--- src/hw/rtl/pac_pkg.sv ---
// ----------------------------------------------------------------------------
// pac_pkg: shared types and constants for the pressure altitude converter
// Layer tables, fixed-point formats, elaboration-time helpers and a rounding shift.
// ----------------------------------------------------------------------------
package pac_pkg;

  // Default parameter values
  localparam int LayersDef   = 8;
  localparam int FracBitsDef = 8;

  // Field widths
  localparam int PW   = 25;  // pressure sample
  localparam int HW   = 25;  // height in cm
  localparam int LW   = 3;   // layer index
  localparam int FW   = 2;   // range flag
  localparam int LOGF = 20;  // log2 fraction bits
  localparam int DW   = 28;  // log difference / exponent argument
  localparam int MW   = 31;  // Q30 mantissa
  localparam int KW   = 38;  // final scale constant
  localparam int VW   = 40;  // final multiplicand
  localparam int PRW  = 72;  // full product
  localparam int SW   = 46;  // summed height before clamping

  // Range flag codes
  localparam logic [FW-1:0] FLAG_NORMAL = 2'd0;
  localparam logic [FW-1:0] FLAG_SAT    = 2'd1;
  localparam logic [FW-1:0] FLAG_ZERO   = 2'd2;

  localparam logic signed [HW-1:0] H_MIN = -25'sd100000;
  localparam logic signed [HW-1:0] H_MAX = 25'sd10000000;

  localparam logic signed [63:0] RG_Q24      = 64'sd491090248;
  localparam logic signed [63:0] CM_LOG2_Q16 = 64'sd132967899;

  // Layer base pressures in Q16 pascals
  localparam logic [33:0] BASE_P [8] = '{
    34'd7136870400, 34'd1483210752, 34'd358803046, 34'd56886559,
    34'd7268598, 34'd4390912, 34'd259287, 34'd24471
  };

  // Layer base heights in cm
  localparam logic signed [HW-1:0] BASE_H [8] = '{
    -25'sd61000, 25'sd1100000, 25'sd2000000, 25'sd3200000,
    25'sd4700000, 25'sd5100000, 25'sd7100000, 25'sd8490000
  };

  // Isothermal layers (zero lapse rate)
  localparam logic [7:0] ISO = 8'b1001_0010;

  // Exponent scale -a*R/g in Q24 for gradient layers
  localparam logic signed [22:0] EXP_E [8] = '{
    23'((64'sd6500 * RG_Q24) / 64'sd1000000),
    23'sd0,
    23'(-((64'sd1000 * RG_Q24) / 64'sd1000000)),
    23'(-((64'sd2800 * RG_Q24) / 64'sd1000000)),
    23'sd0,
    23'((64'sd2800 * RG_Q24) / 64'sd1000000),
    23'((64'sd2000 * RG_Q24) / 64'sd1000000),
    23'sd0
  };

  // Final scale: Tb/(-a) in cm for gradient layers, -(R*Tb/g)*ln2 in Q16 for isothermal
  localparam logic signed [KW-1:0] SCALE_K [8] = '{
    38'((64'sd292150 * 64'sd100000) / 64'sd6500),
    38'(-((64'sd216650 * CM_LOG2_Q16) / 64'sd1000)),
    38'(-((64'sd216650 * 64'sd100000) / 64'sd1000)),
    38'(-((64'sd228650 * 64'sd100000) / 64'sd2800)),
    38'(-((64'sd270650 * CM_LOG2_Q16) / 64'sd1000)),
    38'((64'sd270650 * 64'sd100000) / 64'sd2800),
    38'((64'sd214650 * 64'sd100000) / 64'sd2000),
    38'(-((64'sd186870 * CM_LOG2_Q16) / 64'sd1000))
  };

  // Pipeline side information
  typedef struct packed {
    logic          zero;
    logic          iso;
    logic          ovf;
    logic [LW-1:0] layer;
  } ctl_t;

  typedef struct packed {
    ctl_t                ctl;
    logic signed [7:0]   expo;
    logic [MW-1:0]       m;
    logic [LOGF-1:0]     frac;
  } log_t;

  typedef struct packed {
    ctl_t                ctl;
    logic signed [DW-1:0] x;
    logic [MW-1:0]       y;
  } exp_t;

  // Integer square root, elaboration only
  function automatic logic [63:0] isqrt64(input logic [63:0] v_in);
    logic [63:0] v;
    logic [63:0] r;
    logic [63:0] b;
    v = v_in;
    r = '0;
    b = 64'd1 << 62;
    for (int i = 0; i < 32; i++) begin
      if (b > v) b = b >> 2;
    end
    for (int i = 0; i < 32; i++) begin
      if (b != 0) begin
        if (v >= r + b) begin
          v = v - (r + b);
          r = (r >> 1) + b;
        end else begin
          r = r >> 1;
        end
        b = b >> 2;
      end
    end
    return r;
  endfunction

  // Q30 root 2^(2^-k), elaboration only
  function automatic logic [63:0] root_q30(input int k);
    logic [63:0] root;
    root = 64'd2 << 30;
    for (int j = 1; j <= k; j++) begin
      root = isqrt64(root << 30);
    end
    return root;
  endfunction

  // log2(v / 2^fb) in Q20 for a constant, elaboration only
  function automatic longint log2c(input logic [63:0] v, input int fb);
    int          top;
    logic [63:0] m;
    longint      frac;
    top = 0;
    for (int i = 0; i < 64; i++) begin
      if (v[i]) top = i;
    end
    m = (top > 30) ? (v >> (top - 30)) : (v << (30 - top));
    frac = 0;
    for (int k = 0; k < LOGF; k++) begin
      m = (m * m) >> 30;
      frac = frac << 1;
      if (m >= (64'd2 << 30)) begin
        frac = frac | 1;
        m = m >> 1;
      end
    end
    return longint'(top - fb) * (longint'(1) << LOGF) + frac;
  endfunction

  // log2 of each base pressure in Q20
  localparam logic signed [DW-1:0] LOG_BASE [8] = '{
    28'(log2c(64'(BASE_P[0]), 16)), 28'(log2c(64'(BASE_P[1]), 16)),
    28'(log2c(64'(BASE_P[2]), 16)), 28'(log2c(64'(BASE_P[3]), 16)),
    28'(log2c(64'(BASE_P[4]), 16)), 28'(log2c(64'(BASE_P[5]), 16)),
    28'(log2c(64'(BASE_P[6]), 16)), 28'(log2c(64'(BASE_P[7]), 16))
  };

  // Shift right by s, rounding half away from zero
  function automatic logic signed [PRW-1:0] round_sh(input logic signed [PRW-1:0] v,
                                                     input logic [5:0] s);
    logic [PRW-1:0] mag;
    mag = v[PRW-1] ? PRW'(-v) : PRW'(v);
    mag = (mag + (PRW'(1) << (s - 6'd1))) >> s;
    return v[PRW-1] ? -$signed(mag) : $signed(mag);
  endfunction

endpackage

--- src/hw/rtl/pac_exp_cell.sv ---
// ----------------------------------------------------------------------------
// pac_exp_cell: one exponent fraction bit
// Multiplies the Q30 result by a fixed root of two when its bit is set.
// ----------------------------------------------------------------------------
module pac_exp_cell #(
  parameter int CELL_IDX = 1
) (
  input  logic           clk_i,
  input  logic           rst_ni,
  input  logic           en_i,
  input  logic           valid_i,
  input  pac_pkg::exp_t  data_i,
  output logic           valid_o,
  output pac_pkg::exp_t  data_o
);

  localparam logic [pac_pkg::MW-1:0] ROOT = pac_pkg::MW'(pac_pkg::root_q30(CELL_IDX));
  localparam int BIT_IDX = pac_pkg::LOGF - CELL_IDX;

  logic [61:0]   pr;
  pac_pkg::exp_t data_d;
  logic          valid_q;
  pac_pkg::exp_t data_q;

  // Apply the root for this bit
  always_comb begin
    pr     = 62'(data_i.y) * 62'(ROOT);
    data_d = data_i;
    if (data_i.x[BIT_IDX]) begin
      data_d.y = pr[60:30];
    end
  end

  // Advance the stage
  always_ff @(posedge clk_i or negedge rst_ni) begin
    if (!rst_ni) begin
      valid_q <= 1'b0;
    end else if (en_i) begin
      valid_q <= valid_i;
    end
  end

  always_ff @(posedge clk_i) begin
    if (en_i) begin
      data_q <= data_d;
    end
  end

  assign valid_o = valid_q;
  assign data_o  = data_q;

endmodule

--- config.mk ---
export PLATFORM = sky130hd
export DESIGN_NAME = pac_exp_cell
export DESIGN_NICKNAME = d
export VERILOG_FILES = /design/src/hw/rtl/pac_pkg.sv /design/src/hw/rtl/pac_exp_cell.sv
export SDC_FILE = /design/constraint.sdc
export NUM_CORES = 1
export LEC_CHECK = 0
export ABC_AREA = 1
export BUFFER_PORTS_ARGS = -buffer_cell sky130_fd_sc_hd__buf_4
export CORE_ASPECT_RATIO = 0.7
export CORE_UTILIZATION = 50
export DETAILED_ROUTE_END_ITERATION = 10
export PLACE_DENSITY = 0.64
export SLEW_MARGIN = 10
export SYNTH_ARGS = -nofsm -noshare
export SYNTH_HDL_FRONTEND = slang
export SYNTH_SLANG_ARGS = --single-unit
--- constraint.sdc ---
create_clock -name clk_i -period 1.2 [get_ports clk_i]
set_clock_uncertainty 0.2 [all_clocks]
set_input_delay 0.24 -clock clk_i [delete_from_list [all_inputs] [get_ports clk_i]]
set_output_delay 0.24 -clock clk_i [all_outputs]
set_load 0.01 [all_outputs]
Word level (Yosys, flattened, before mapping)
Cells that the tools add are included.
- mux-type cells: 1
- multipliers: 1
- operator list (kind ; count):
    $mul 31x31->61 const B ; 1
    $mux 31 ; 1
- register bits: 66
- input port bits: 69
- output and inout port bits: 66
- word-level logic and storage cells: 9

Depth between registers and ports, before layout
- word-level depth: 2
- mapped depth: 28
- mapped depth without buffers: 28

Worst setup path after synthesis
OpenSTA, ideal clock, no wires.
- path kind: input-to-reg
- start point: input port data_i[18] (netlist name)
- end point: register data_q, in the netlist data_o[17], data pin
- data required time: 746 ps
- stages: 26
- arrival time: 5539 ps
- setup time: 254 ps
- setup slack: -4793 ps
- path buffers: 0
- cells stage by stage: ha_1 fa_1 inv_1 fa_1 inv_1 fa_1 inv_1 fa_1 inv_1 fa_1 fa_1 inv_1 fa_1 inv_1 ha_1 nand2_2 nor2_1 inv_2 o21ai_0 inv_1 nand2_1 nand2_1 nand3_1 nand2_1 nand3_1 nand2_1
- RTL lines (what ; line ; RTL):
    from (decl) ; pac_exp_cell.sv:12 ; input pac_pkg::exp_t data_i,
    to (signal assigned) ; pac_exp_cell.sv:45 ; data_q <= data_d;
    to (decl) ; pac_exp_cell.sv:23 ; pac_pkg::exp_t data_q;

==> flow_summary.toml <==
[die]
die_x_microns = 242
num_io_pins = 135
die_h_microns = 170
fp-row-count = 61
initial_core_util = 0.509
die_area_sq_mm = 0.0413
core_sq_mm = 0.0398

[cts]
numCtsBuffers = 9
cts_num_sinks = 66
root_buffer = "clkbuf_16"
cts_tree = "yes"
clkLatencyLatePin_ns = 0.34
clk_path_buf_depth = 2
htree_levels = 3
clkTransAtPathRegs_ns = 0.07

[placement]
gp_congestion = 0.976
postPlaceCellArea_sq_mm = 0.0249
hpwlAfterDp_microns = 60500
port_buffers = 134
dp_cells = 3300

[critical_path]
crit_path_end_kind = "flip-flop"
slowest_stage = "fa_1"
critical_path_class = "primary input to flip-flop"
critPathTopFamily = "adder cells"
cp_num_buf_inv = 10
critPathMaxFanout = 4
slowest_delay_ns = 0.62
cp.arrival_ns = 5.87
crit_required_ns = 1.09
path_common_cell = "fa_1"
cp-start-kind = "primary input"

[routing]
drt_iter0_markers = 921
postRouteAntennaNets = 0
drc_errors = 0
vias_per_cell = 5.02
vias = 16893
wl_per_cell_microns = 20.3
wl_microns = 68200
firstDrtPassIters = 5

[sta]
worst_pin_slew_ns = 0.388
setup_slack_ns = -4.78
fmax_mhz = 167
period_needed_ns = 5.98
setup-tns-final_ns = -150.48
period_share = 4.98
finalHoldViolCount = 0
setup_violations = 97
drv_slew = 0
maxSlewHeadroom = 0.739
rsz0062_at_grt = "yes"

[synth]
ys_types = 33
synthArstFlopShare = 0.0152
syn-num-nets = 3159
ys_ff_latch = 66
synthFlopType = "edfxtp_1"
ys_seq_area_frac = 0.0977
yosys.area.top_type = "fa_1"
yosysWarnings = 0
synthTopCellsByArea = "fa_1, ha_1, inv_1"
netlist_area_sq_mm = 0.0202
synthDominantCellAreaShare = 0.326
synth_edf_count = 65
synth_cells = 2347
synth_area_per_cell_sq_um = 8.62

[global_route]
first_global_vias = 17895
globalRouteOverflowTotal = 0
grt_usage = 0.341
grt_max_degree = 30
antenna_found_initial = 0
grt_pass1_wl_microns = 103000

[finish]
num_antenna_cells = 0
syn2layout_area_growth_pct = 33.6
drive_gt1_frac = 0.280
final_common_cell = "inv_1"
stdcell_area_sq_mm = 0.0270
nets = 3639
mostFrequentLayoutCells = "inv_1, ha_1, buf_4"
fin_util = 0.680
stdcell_count = 3367

[flow_run]
max_cap_violations = 0

[status]
status = "finished with violations"
violations = "negative setup slack"

[hold_path]
hp-class = "primary input to flip-flop"
[timing repair]
action	4_1_cts	5_1_grt
buffers inserted	11	5
pin swaps	84	44
hold buffers	36	0
setup endpoints to repair	97	97
hold endpoints to repair	35	0
gates resized for setup	224	119
[logic make-up (layout without fill, tap and decap cells)]
family | Yosys count | after routing | synth area share
simple gates | 627 | 627 | 0.132
compound gates | 142 | 142 | 0.0380
buf+inv | 739 | 1224 | 0.137
xor+xnor | 29 | 29 | 0.0125
flops | 66 | 66 | 0.0977
mux | 1 | 1 | 0.000556
fa+ha+maj | 743 | 743 | 0.582
[routing by layer]
layer	track usage	routed length [microns]	up-vias
met5	0	0	-
met4	0.0911	1950	0
met3	0.0787	5660	89
met2	0.510	28200	559
met1	0.492	32400	8180
li1	-	-	8065
[stage by stage]
step / setup WS [ns] / hold WS [ns]
2_1_floorplan: -4.51 / -0.256
3_3_place_gp: -5.26 / -0.184
3_5_place_dp: -5.30 / -0.184
5_1_grt: -4.97 / 0.0721
6_report: -4.78 / 0.0804
4_1_cts: -4.70 / 0.0645
[cell usage after synthesis, types with 2 or more instances]
library cell / instances
nor3_4: 2
nor3_1: 3
nand4_1: 14
o21ai_1: 5
nor2_4: 3
inv_1: 715
a21o_1: 14
nand3b_1: 9
fa_1: 330
o21bai_1: 8
nand3_1: 70
ha_1: 413
edfxtp_1: 65
nor2_2: 13
nor3_2: 8
xnor2_1: 8
nand2_1: 414
nor4_1: 2
clkbuf_1: 5
o21ai_0: 39
a21oi_1: 75
nor2_1: 79
xor2_1: 21
nand2_2: 6
inv_2: 18
[final cells by class]
type,instances,area (sq um)
clock inverters,7,101
repair buffers,475,4130
clock buffers,9,225
fillers,3222,12700
inverters,733,2770
flip-flops and latches,66,1980
well taps,535,669
multi-input cells,1542,17200
[sequential cells by signal, indices dropped and copies added, names as in the netlist]
name	count
data_o	65
valid_o	1
[final timing paths]
| path | from | endpoint | slack [ns] | cells after the start |
|---|---|---|---|---|
| worst max-delay path | data_i[19] | data_o[2] | -4.78 | 26 |
| worst min-delay path | en_i | data_o[62] | 0.08 | 1 |
| worst max register to register | valid_o | valid_o | 0.22 | 1 |
| worst min register to register | valid_o | valid_o | 0.36 | 1 |
| max in group asynchronous | rst_ni | valid_o | 0.11 | 3 |
| min in group asynchronous | rst_ni | valid_o | 0.58 | 3 |
Power is not shown: default switching activity piles up to over one toggle a cycle in this logic, so the estimate is an artifact.
