--- config.mk ---
export PLATFORM = sky130hd
export DESIGN_NAME = pac_log_cell
export DESIGN_NICKNAME = d
export VERILOG_FILES = /design/src/hw/rtl/pac_pkg.sv /design/src/hw/rtl/pac_log_cell.sv
export SDC_FILE = /design/constraint.sdc
export NUM_CORES = 2
export LEC_CHECK = 0
export BUFFER_PORTS_ARGS = -buffer_cell sky130_fd_sc_hd__buf_2
export CAP_MARGIN = 5
export CORE_UTILIZATION = 45
export DETAILED_ROUTE_END_ITERATION = 7
export PLACE_DENSITY_LB_ADDON = 0.05
export SLEW_MARGIN = 20
export SYNTH_ARGS = -nofsm -noshare
export SYNTH_HDL_FRONTEND = slang
export SYNTH_SLANG_ARGS = --single-unit
--- constraint.sdc ---
create_clock -name clk_i -period 0.98 [get_ports clk_i]
set_clock_uncertainty 0.05 [all_clocks]
set_input_delay 0.049 -clock clk_i [delete_from_list [all_inputs] [get_ports clk_i]]
set_output_delay 0.049 -clock clk_i [all_outputs]
set_load 0.1 [all_outputs]
--- src/hw/rtl/pac_pkg.sv ---
// ----------------------------------------------------------------------------
// pac_pkg: shared types and constants for the pressure altitude converter
// Layer tables, fixed-point formats, elaboration-time helpers and a rounding shift.
// ----------------------------------------------------------------------------
package pac_pkg;

  // Default parameter values
  localparam int LayersDef   = 8;
  localparam int FracBitsDef = 8;

  // Field widths
  localparam int PW   = 25;  // pressure sample
  localparam int HW   = 25;  // height in cm
  localparam int LW   = 3;   // layer index
  localparam int FW   = 2;   // range flag
  localparam int LOGF = 20;  // log2 fraction bits
  localparam int DW   = 28;  // log difference / exponent argument
  localparam int MW   = 31;  // Q30 mantissa
  localparam int KW   = 38;  // final scale constant
  localparam int VW   = 40;  // final multiplicand
  localparam int PRW  = 72;  // full product
  localparam int SW   = 46;  // summed height before clamping

  // Range flag codes
  localparam logic [FW-1:0] FLAG_NORMAL = 2'd0;
  localparam logic [FW-1:0] FLAG_SAT    = 2'd1;
  localparam logic [FW-1:0] FLAG_ZERO   = 2'd2;

  localparam logic signed [HW-1:0] H_MIN = -25'sd100000;
  localparam logic signed [HW-1:0] H_MAX = 25'sd10000000;

  localparam logic signed [63:0] RG_Q24      = 64'sd491090248;
  localparam logic signed [63:0] CM_LOG2_Q16 = 64'sd132967899;

  // Layer base pressures in Q16 pascals
  localparam logic [33:0] BASE_P [8] = '{
    34'd7136870400, 34'd1483210752, 34'd358803046, 34'd56886559,
    34'd7268598, 34'd4390912, 34'd259287, 34'd24471
  };

  // Layer base heights in cm
  localparam logic signed [HW-1:0] BASE_H [8] = '{
    -25'sd61000, 25'sd1100000, 25'sd2000000, 25'sd3200000,
    25'sd4700000, 25'sd5100000, 25'sd7100000, 25'sd8490000
  };

  // Isothermal layers (zero lapse rate)
  localparam logic [7:0] ISO = 8'b1001_0010;

  // Exponent scale -a*R/g in Q24 for gradient layers
  localparam logic signed [22:0] EXP_E [8] = '{
    23'((64'sd6500 * RG_Q24) / 64'sd1000000),
    23'sd0,
    23'(-((64'sd1000 * RG_Q24) / 64'sd1000000)),
    23'(-((64'sd2800 * RG_Q24) / 64'sd1000000)),
    23'sd0,
    23'((64'sd2800 * RG_Q24) / 64'sd1000000),
    23'((64'sd2000 * RG_Q24) / 64'sd1000000),
    23'sd0
  };

  // Final scale: Tb/(-a) in cm for gradient layers, -(R*Tb/g)*ln2 in Q16 for isothermal
  localparam logic signed [KW-1:0] SCALE_K [8] = '{
    38'((64'sd292150 * 64'sd100000) / 64'sd6500),
    38'(-((64'sd216650 * CM_LOG2_Q16) / 64'sd1000)),
    38'(-((64'sd216650 * 64'sd100000) / 64'sd1000)),
    38'(-((64'sd228650 * 64'sd100000) / 64'sd2800)),
    38'(-((64'sd270650 * CM_LOG2_Q16) / 64'sd1000)),
    38'((64'sd270650 * 64'sd100000) / 64'sd2800),
    38'((64'sd214650 * 64'sd100000) / 64'sd2000),
    38'(-((64'sd186870 * CM_LOG2_Q16) / 64'sd1000))
  };

  // Pipeline side information
  typedef struct packed {
    logic          zero;
    logic          iso;
    logic          ovf;
    logic [LW-1:0] layer;
  } ctl_t;

  typedef struct packed {
    ctl_t                ctl;
    logic signed [7:0]   expo;
    logic [MW-1:0]       m;
    logic [LOGF-1:0]     frac;
  } log_t;

  typedef struct packed {
    ctl_t                ctl;
    logic signed [DW-1:0] x;
    logic [MW-1:0]       y;
  } exp_t;

  // Integer square root, elaboration only
  function automatic logic [63:0] isqrt64(input logic [63:0] v_in);
    logic [63:0] v;
    logic [63:0] r;
    logic [63:0] b;
    v = v_in;
    r = '0;
    b = 64'd1 << 62;
    for (int i = 0; i < 32; i++) begin
      if (b > v) b = b >> 2;
    end
    for (int i = 0; i < 32; i++) begin
      if (b != 0) begin
        if (v >= r + b) begin
          v = v - (r + b);
          r = (r >> 1) + b;
        end else begin
          r = r >> 1;
        end
        b = b >> 2;
      end
    end
    return r;
  endfunction

  // Q30 root 2^(2^-k), elaboration only
  function automatic logic [63:0] root_q30(input int k);
    logic [63:0] root;
    root = 64'd2 << 30;
    for (int j = 1; j <= k; j++) begin
      root = isqrt64(root << 30);
    end
    return root;
  endfunction

  // log2(v / 2^fb) in Q20 for a constant, elaboration only
  function automatic longint log2c(input logic [63:0] v, input int fb);
    int          top;
    logic [63:0] m;
    longint      frac;
    top = 0;
    for (int i = 0; i < 64; i++) begin
      if (v[i]) top = i;
    end
    m = (top > 30) ? (v >> (top - 30)) : (v << (30 - top));
    frac = 0;
    for (int k = 0; k < LOGF; k++) begin
      m = (m * m) >> 30;
      frac = frac << 1;
      if (m >= (64'd2 << 30)) begin
        frac = frac | 1;
        m = m >> 1;
      end
    end
    return longint'(top - fb) * (longint'(1) << LOGF) + frac;
  endfunction

  // log2 of each base pressure in Q20
  localparam logic signed [DW-1:0] LOG_BASE [8] = '{
    28'(log2c(64'(BASE_P[0]), 16)), 28'(log2c(64'(BASE_P[1]), 16)),
    28'(log2c(64'(BASE_P[2]), 16)), 28'(log2c(64'(BASE_P[3]), 16)),
    28'(log2c(64'(BASE_P[4]), 16)), 28'(log2c(64'(BASE_P[5]), 16)),
    28'(log2c(64'(BASE_P[6]), 16)), 28'(log2c(64'(BASE_P[7]), 16))
  };

  // Shift right by s, rounding half away from zero
  function automatic logic signed [PRW-1:0] round_sh(input logic signed [PRW-1:0] v,
                                                     input logic [5:0] s);
    logic [PRW-1:0] mag;
    mag = v[PRW-1] ? PRW'(-v) : PRW'(v);
    mag = (mag + (PRW'(1) << (s - 6'd1))) >> s;
    return v[PRW-1] ? -$signed(mag) : $signed(mag);
  endfunction

endpackage

--- src/hw/rtl/pac_log_cell.sv ---
// ----------------------------------------------------------------------------
// pac_log_cell: one log2 fraction bit
// Squares the Q30 mantissa, renormalizes and shifts out one fraction bit.
// ----------------------------------------------------------------------------
module pac_log_cell (
  input  logic           clk_i,
  input  logic           rst_ni,
  input  logic           en_i,
  input  logic           valid_i,
  input  pac_pkg::log_t  data_i,
  output logic           valid_o,
  output pac_pkg::log_t  data_o
);

  logic [61:0]             sq;
  logic [31:0]             sq_hi;
  pac_pkg::log_t           data_d;
  logic                    valid_q;
  pac_pkg::log_t           data_q;

  // Square and take one bit
  always_comb begin
    sq     = 62'(data_i.m) * 62'(data_i.m);
    sq_hi  = sq[61:30];
    data_d = data_i;
    data_d.m    = sq_hi[31] ? sq_hi[31:1] : sq_hi[30:0];
    data_d.frac = {data_i.frac[pac_pkg::LOGF-2:0], sq_hi[31]};
  end

  // Advance the stage
  always_ff @(posedge clk_i or negedge rst_ni) begin
    if (!rst_ni) begin
      valid_q <= 1'b0;
    end else if (en_i) begin
      valid_q <= valid_i;
    end
  end

  always_ff @(posedge clk_i) begin
    if (en_i) begin
      data_q <= data_d;
    end
  end

  assign valid_o = valid_q;
  assign data_o  = data_q;

endmodule

Word-level counts from Yosys, hierarchy flattened

Index checks and enable logic that the tools add are counted.

Multipliers: 1
Muxes and demuxes: 1

Operators by type and width:

| cell                         | number |
|---|---|
| multiplier 31 x 31 -> 62 bit | 1 |
| 2-to-1 mux 30 bit            | 1 |

Bits in registers: 66
Input port bits: 69
Output and inout bits: 66
Word-level logic and storage cells: 11

Logic depth before layout (Yosys ltp)

Depth in word-level cells: 2
Mapped depth: 30
Gate-level depth less buffers: 27

Worst setup path after synthesis

No wires, ideal clock.

Path type: in2reg
Start: in data_i[26] (netlist name)
End: reg data_q, in the netlist data_o[45], data pin
Setup time: 0.262 ns
Arrival time: 7.102 ns
Required time: 0.668 ns
Path slack: -6.434 ns
Stages on the path: 27
Cell sequence: clkbuf_1 -> clkbuf_1 -> nand2_1 -> fa_1 -> inv_1 -> fa_1 -> fa_1 -> inv_1 -> fa_1 -> inv_1 -> fa_1 -> inv_1 -> fa_1 -> inv_1 -> fa_1 -> fa_1 -> ha_1 -> nand2_1 -> or4_4 -> nor3_2 -> o311ai_1 -> a31oi_1 -> nor2_2 -> o41ai_4 -> a31oi_1 -> xnor2_1 -> mux2_1

RTL lines:

| item                 | RTL line           | RTL |
|---|---|---|
| start, declared      | pac_log_cell.sv:10 | `input pac_pkg::log_t data_i,` |
| end signal, assigned | pac_log_cell.sv:41 | `data_q <= data_d;` |
| end, declared        | pac_log_cell.sv:19 | `pac_pkg::log_t data_q;` |

==> results.yml <==
hold_path:
  min_from: "en_i"
  hold_path_class: "primary input to flop"
  hold_path_end: "valid_o"
  hold_depth: 2
logic_synthesis:
  synthCells: 2999
  syn_area_per_cell_um2: 9.77
  yosys-top-cells-count: "inv_1, fa_1, nand2_1"
  synth_top_area_share_pct: 51.0
  ys_types: 69
  synthAdderAreaFrac_pct: 62.5
  yosysTopAreaCell: "fa_1"
  muxShareOfSynthArea_pct: 1.21
  yosys-top-cells-area: "fa_1, inv_1, ha_1, edfxtp_1, and2_1"
  ys_seq_area_share_pct: 6.75
  synthXorXnorAreaFrac_pct: 1.80
  synth-compound-area-share_pct: 4.36
  synthesis.area_um2: 29300
  synth_most_common_cell: "inv_1"
  synth_top_family_by_area: "adder cells"
  yosys_most_used_dff: "edfxtp_1"
  synth_edf_count: 65
  ys_seq_elements: 66
  synth_nets: 4084
  yosysWarnings: 0
  synth-simple-area-share_pct: 10.2
  synth_async_sr_flop_share_pct: 1.52
timing:
  slew_violations: 0
  finalHoldViolations: 0
  fin_crit_ns: 7.17
  worst_slack_ns: -6.19
  finalSetupViolations: 98
  relSlewSlack_pct: 62.7
  clock.fmax_mhz: 139
  rsz0062_at_grt: "true"
  timing.hold.ws_ns: 0.0846
  tightestPinTransition_ns: 0.552
  post-route-period-util_pct: 732
critical_path:
  crit_path_frequent_cell: "fa_2"
  r2r-end: "valid_o"
  rr_startpoint: "valid_o"
  cp_max_fo: 6
  max_stage_delay_ns: 0.57
  cp_slowest_cell: "fa_2"
  cp.arrival_ns: 7.21
  crit_buf_inv: 7
  critical_path_class: "primary input to flop"
  worstSetupStartpointType: "primary input"
  r2r_cells: 1
  reg2reg_slack_ns: 0.06
  worstPathRequired_ns: 1.02
  crit_family: "adder cells"
  crit_path_end_kind: "flop"
cts:
  path_clk_slew_ns: 0.06
  cts_buffers: 9
  clk-insertion-delay-late_ns: 0.32
  root_buffer: "clkbuf_16"
  clock_path_buffers: 2
  cts_tree: "yes"
  clock_sinks: 66
  cts_max_level: 3
run_status:
  status: "finished with violations"
  failed_checks: "DRC, setup timing"
layout:
  fillers: 5635
  synthToLayoutAreaGrowth_pct: 29.4
  drive_gt1_share_pct: 25.1
  fin_nets: 4703
  multi_input_area_um2: 24300
  final-seq-area_um2: 1980
global_route:
  overflow: 0
  grt_max_degree: 26
  antenna_found_initial: 2
  grt_pass1_vias: 25449
  grtUsageTotal_pct: 26.2
  grt_pass1_wl_um: 135000
routing:
  totalWireLength_um: 81200
  ant_nets: 0
  avgRoutedWirePerCell_um: 18.1
  drcViolationCount: 4
  vias_per_cell: 4.82
  drt_pass1_iterations: 8
  vias: 21613
  drt_iter0_markers: 858
die:
  die_area_um2: 66100
  die-height_um: 257
  core_um2: 64300
  io_pins: 135
  die_x_um: 257
  rows: 93
  initial_utilization_pct: 45.5
placement:
  port-buffer-count: 133
  place_ws_ns: -7.07
  place_congestion: 0.892
  dp_hpwl_um: 72100
job:
  maxCapViolations: 0
final cells by class:
class / count / share of cell area (%)
Timing Repair Buffer: 716 / 17.9
Clock buffer: 9 / 0.594
Multi-Input combinational cell: 1911 / 64.2
Tap cell: 855 / 2.82
Sequential cell: 66 / 5.22
Inverter: 914 / 9.08
Clock inverter: 7 / 0.205
Antenna cell: 2 / 0.0132
logic make-up after synthesis:
group,after synthesis
buffers and inverters,1022
adder cells (fa/ha/maj),1016
multiplexers,32
flip-flops,66
XOR/XNOR,58
AO/OA/AOI/OAI,191
AND/OR/NAND/NOR,614
what timing repair did:
item	4_1_cts	5_1_grt
endpoints found under the setup margin	98	98
pin swaps	65	76
cloned	2	0
setup buffers	11	9
hold endpoints to repair	35	0
resized for setup	187	99
hold buffers	36	0
per-layer routing:
| metal | part of all wire [%] | vias up | GRT usage, % |
|---|---|---|---|
| met4 | 2.3 | 0 | 5.69 |
| met2 | 55 | 354 | 49.9 |
| met1 | 41 | 11181 | 32.4 |
| li1 | - | 9986 | - |
| met3 | 2.4 | 92 | 1.27 |
| met5 | 0 | - | 0 |
layout by cell type (no fill, tap or decap), types with 44 or more instances in the layout:
cell type,synthesis,routed
fa_1,747,716
edfxtp_1,65,65
inv_1,913,893
nor2_1,51,44
ha_1,269,250
buf_12,0,95
nand2_1,296,276
buf_4,0,496
and2_1,188,165
a21oi_1,62,49
sequential cells by signal (all words and copies together) (netlist names):
| signal | cells |
|---|---|
| valid_o | 1 |
| data_o | 65 |
worst max-delay path by stage:
| stage | end | slack [ns] | start | cells past startpoint |
|---|---|---|---|---|
| 2_1_floorplan | data_o[45] | -6.06 | data_i[26] | 26 |
| 3_3_place_gp | data_o[49] | -7.01 | data_i[25] | 27 |
| 3_5_place_dp | data_o[48] | -7.07 | data_i[25] | 27 |
| 4_1_cts | data_o[43] | -6.23 | data_i[28] | 26 |
| 5_1_grt | data_o[43] | -6.35 | data_i[28] | 26 |
| 6_report | data_o[43] | -6.19 | data_i[28] | 26 |
stage by stage:
stage               cells  utilization [%]  setup TNS (ns)  instance area (um^2)
finish               4480             58.9         -199.72                 37900
detailed placement   4406             56.0         -219.41                 36000
floorplan            2999                -         -193.43                 29800
CTS                  4471             58.4         -201.93                 37600
global route         4479             58.9         -206.56                 37900
global placement     4406             56.0         -216.73                 36000
Power is not shown: default switching activity piles up to over one toggle a cycle in this logic, so the estimate is an artifact.
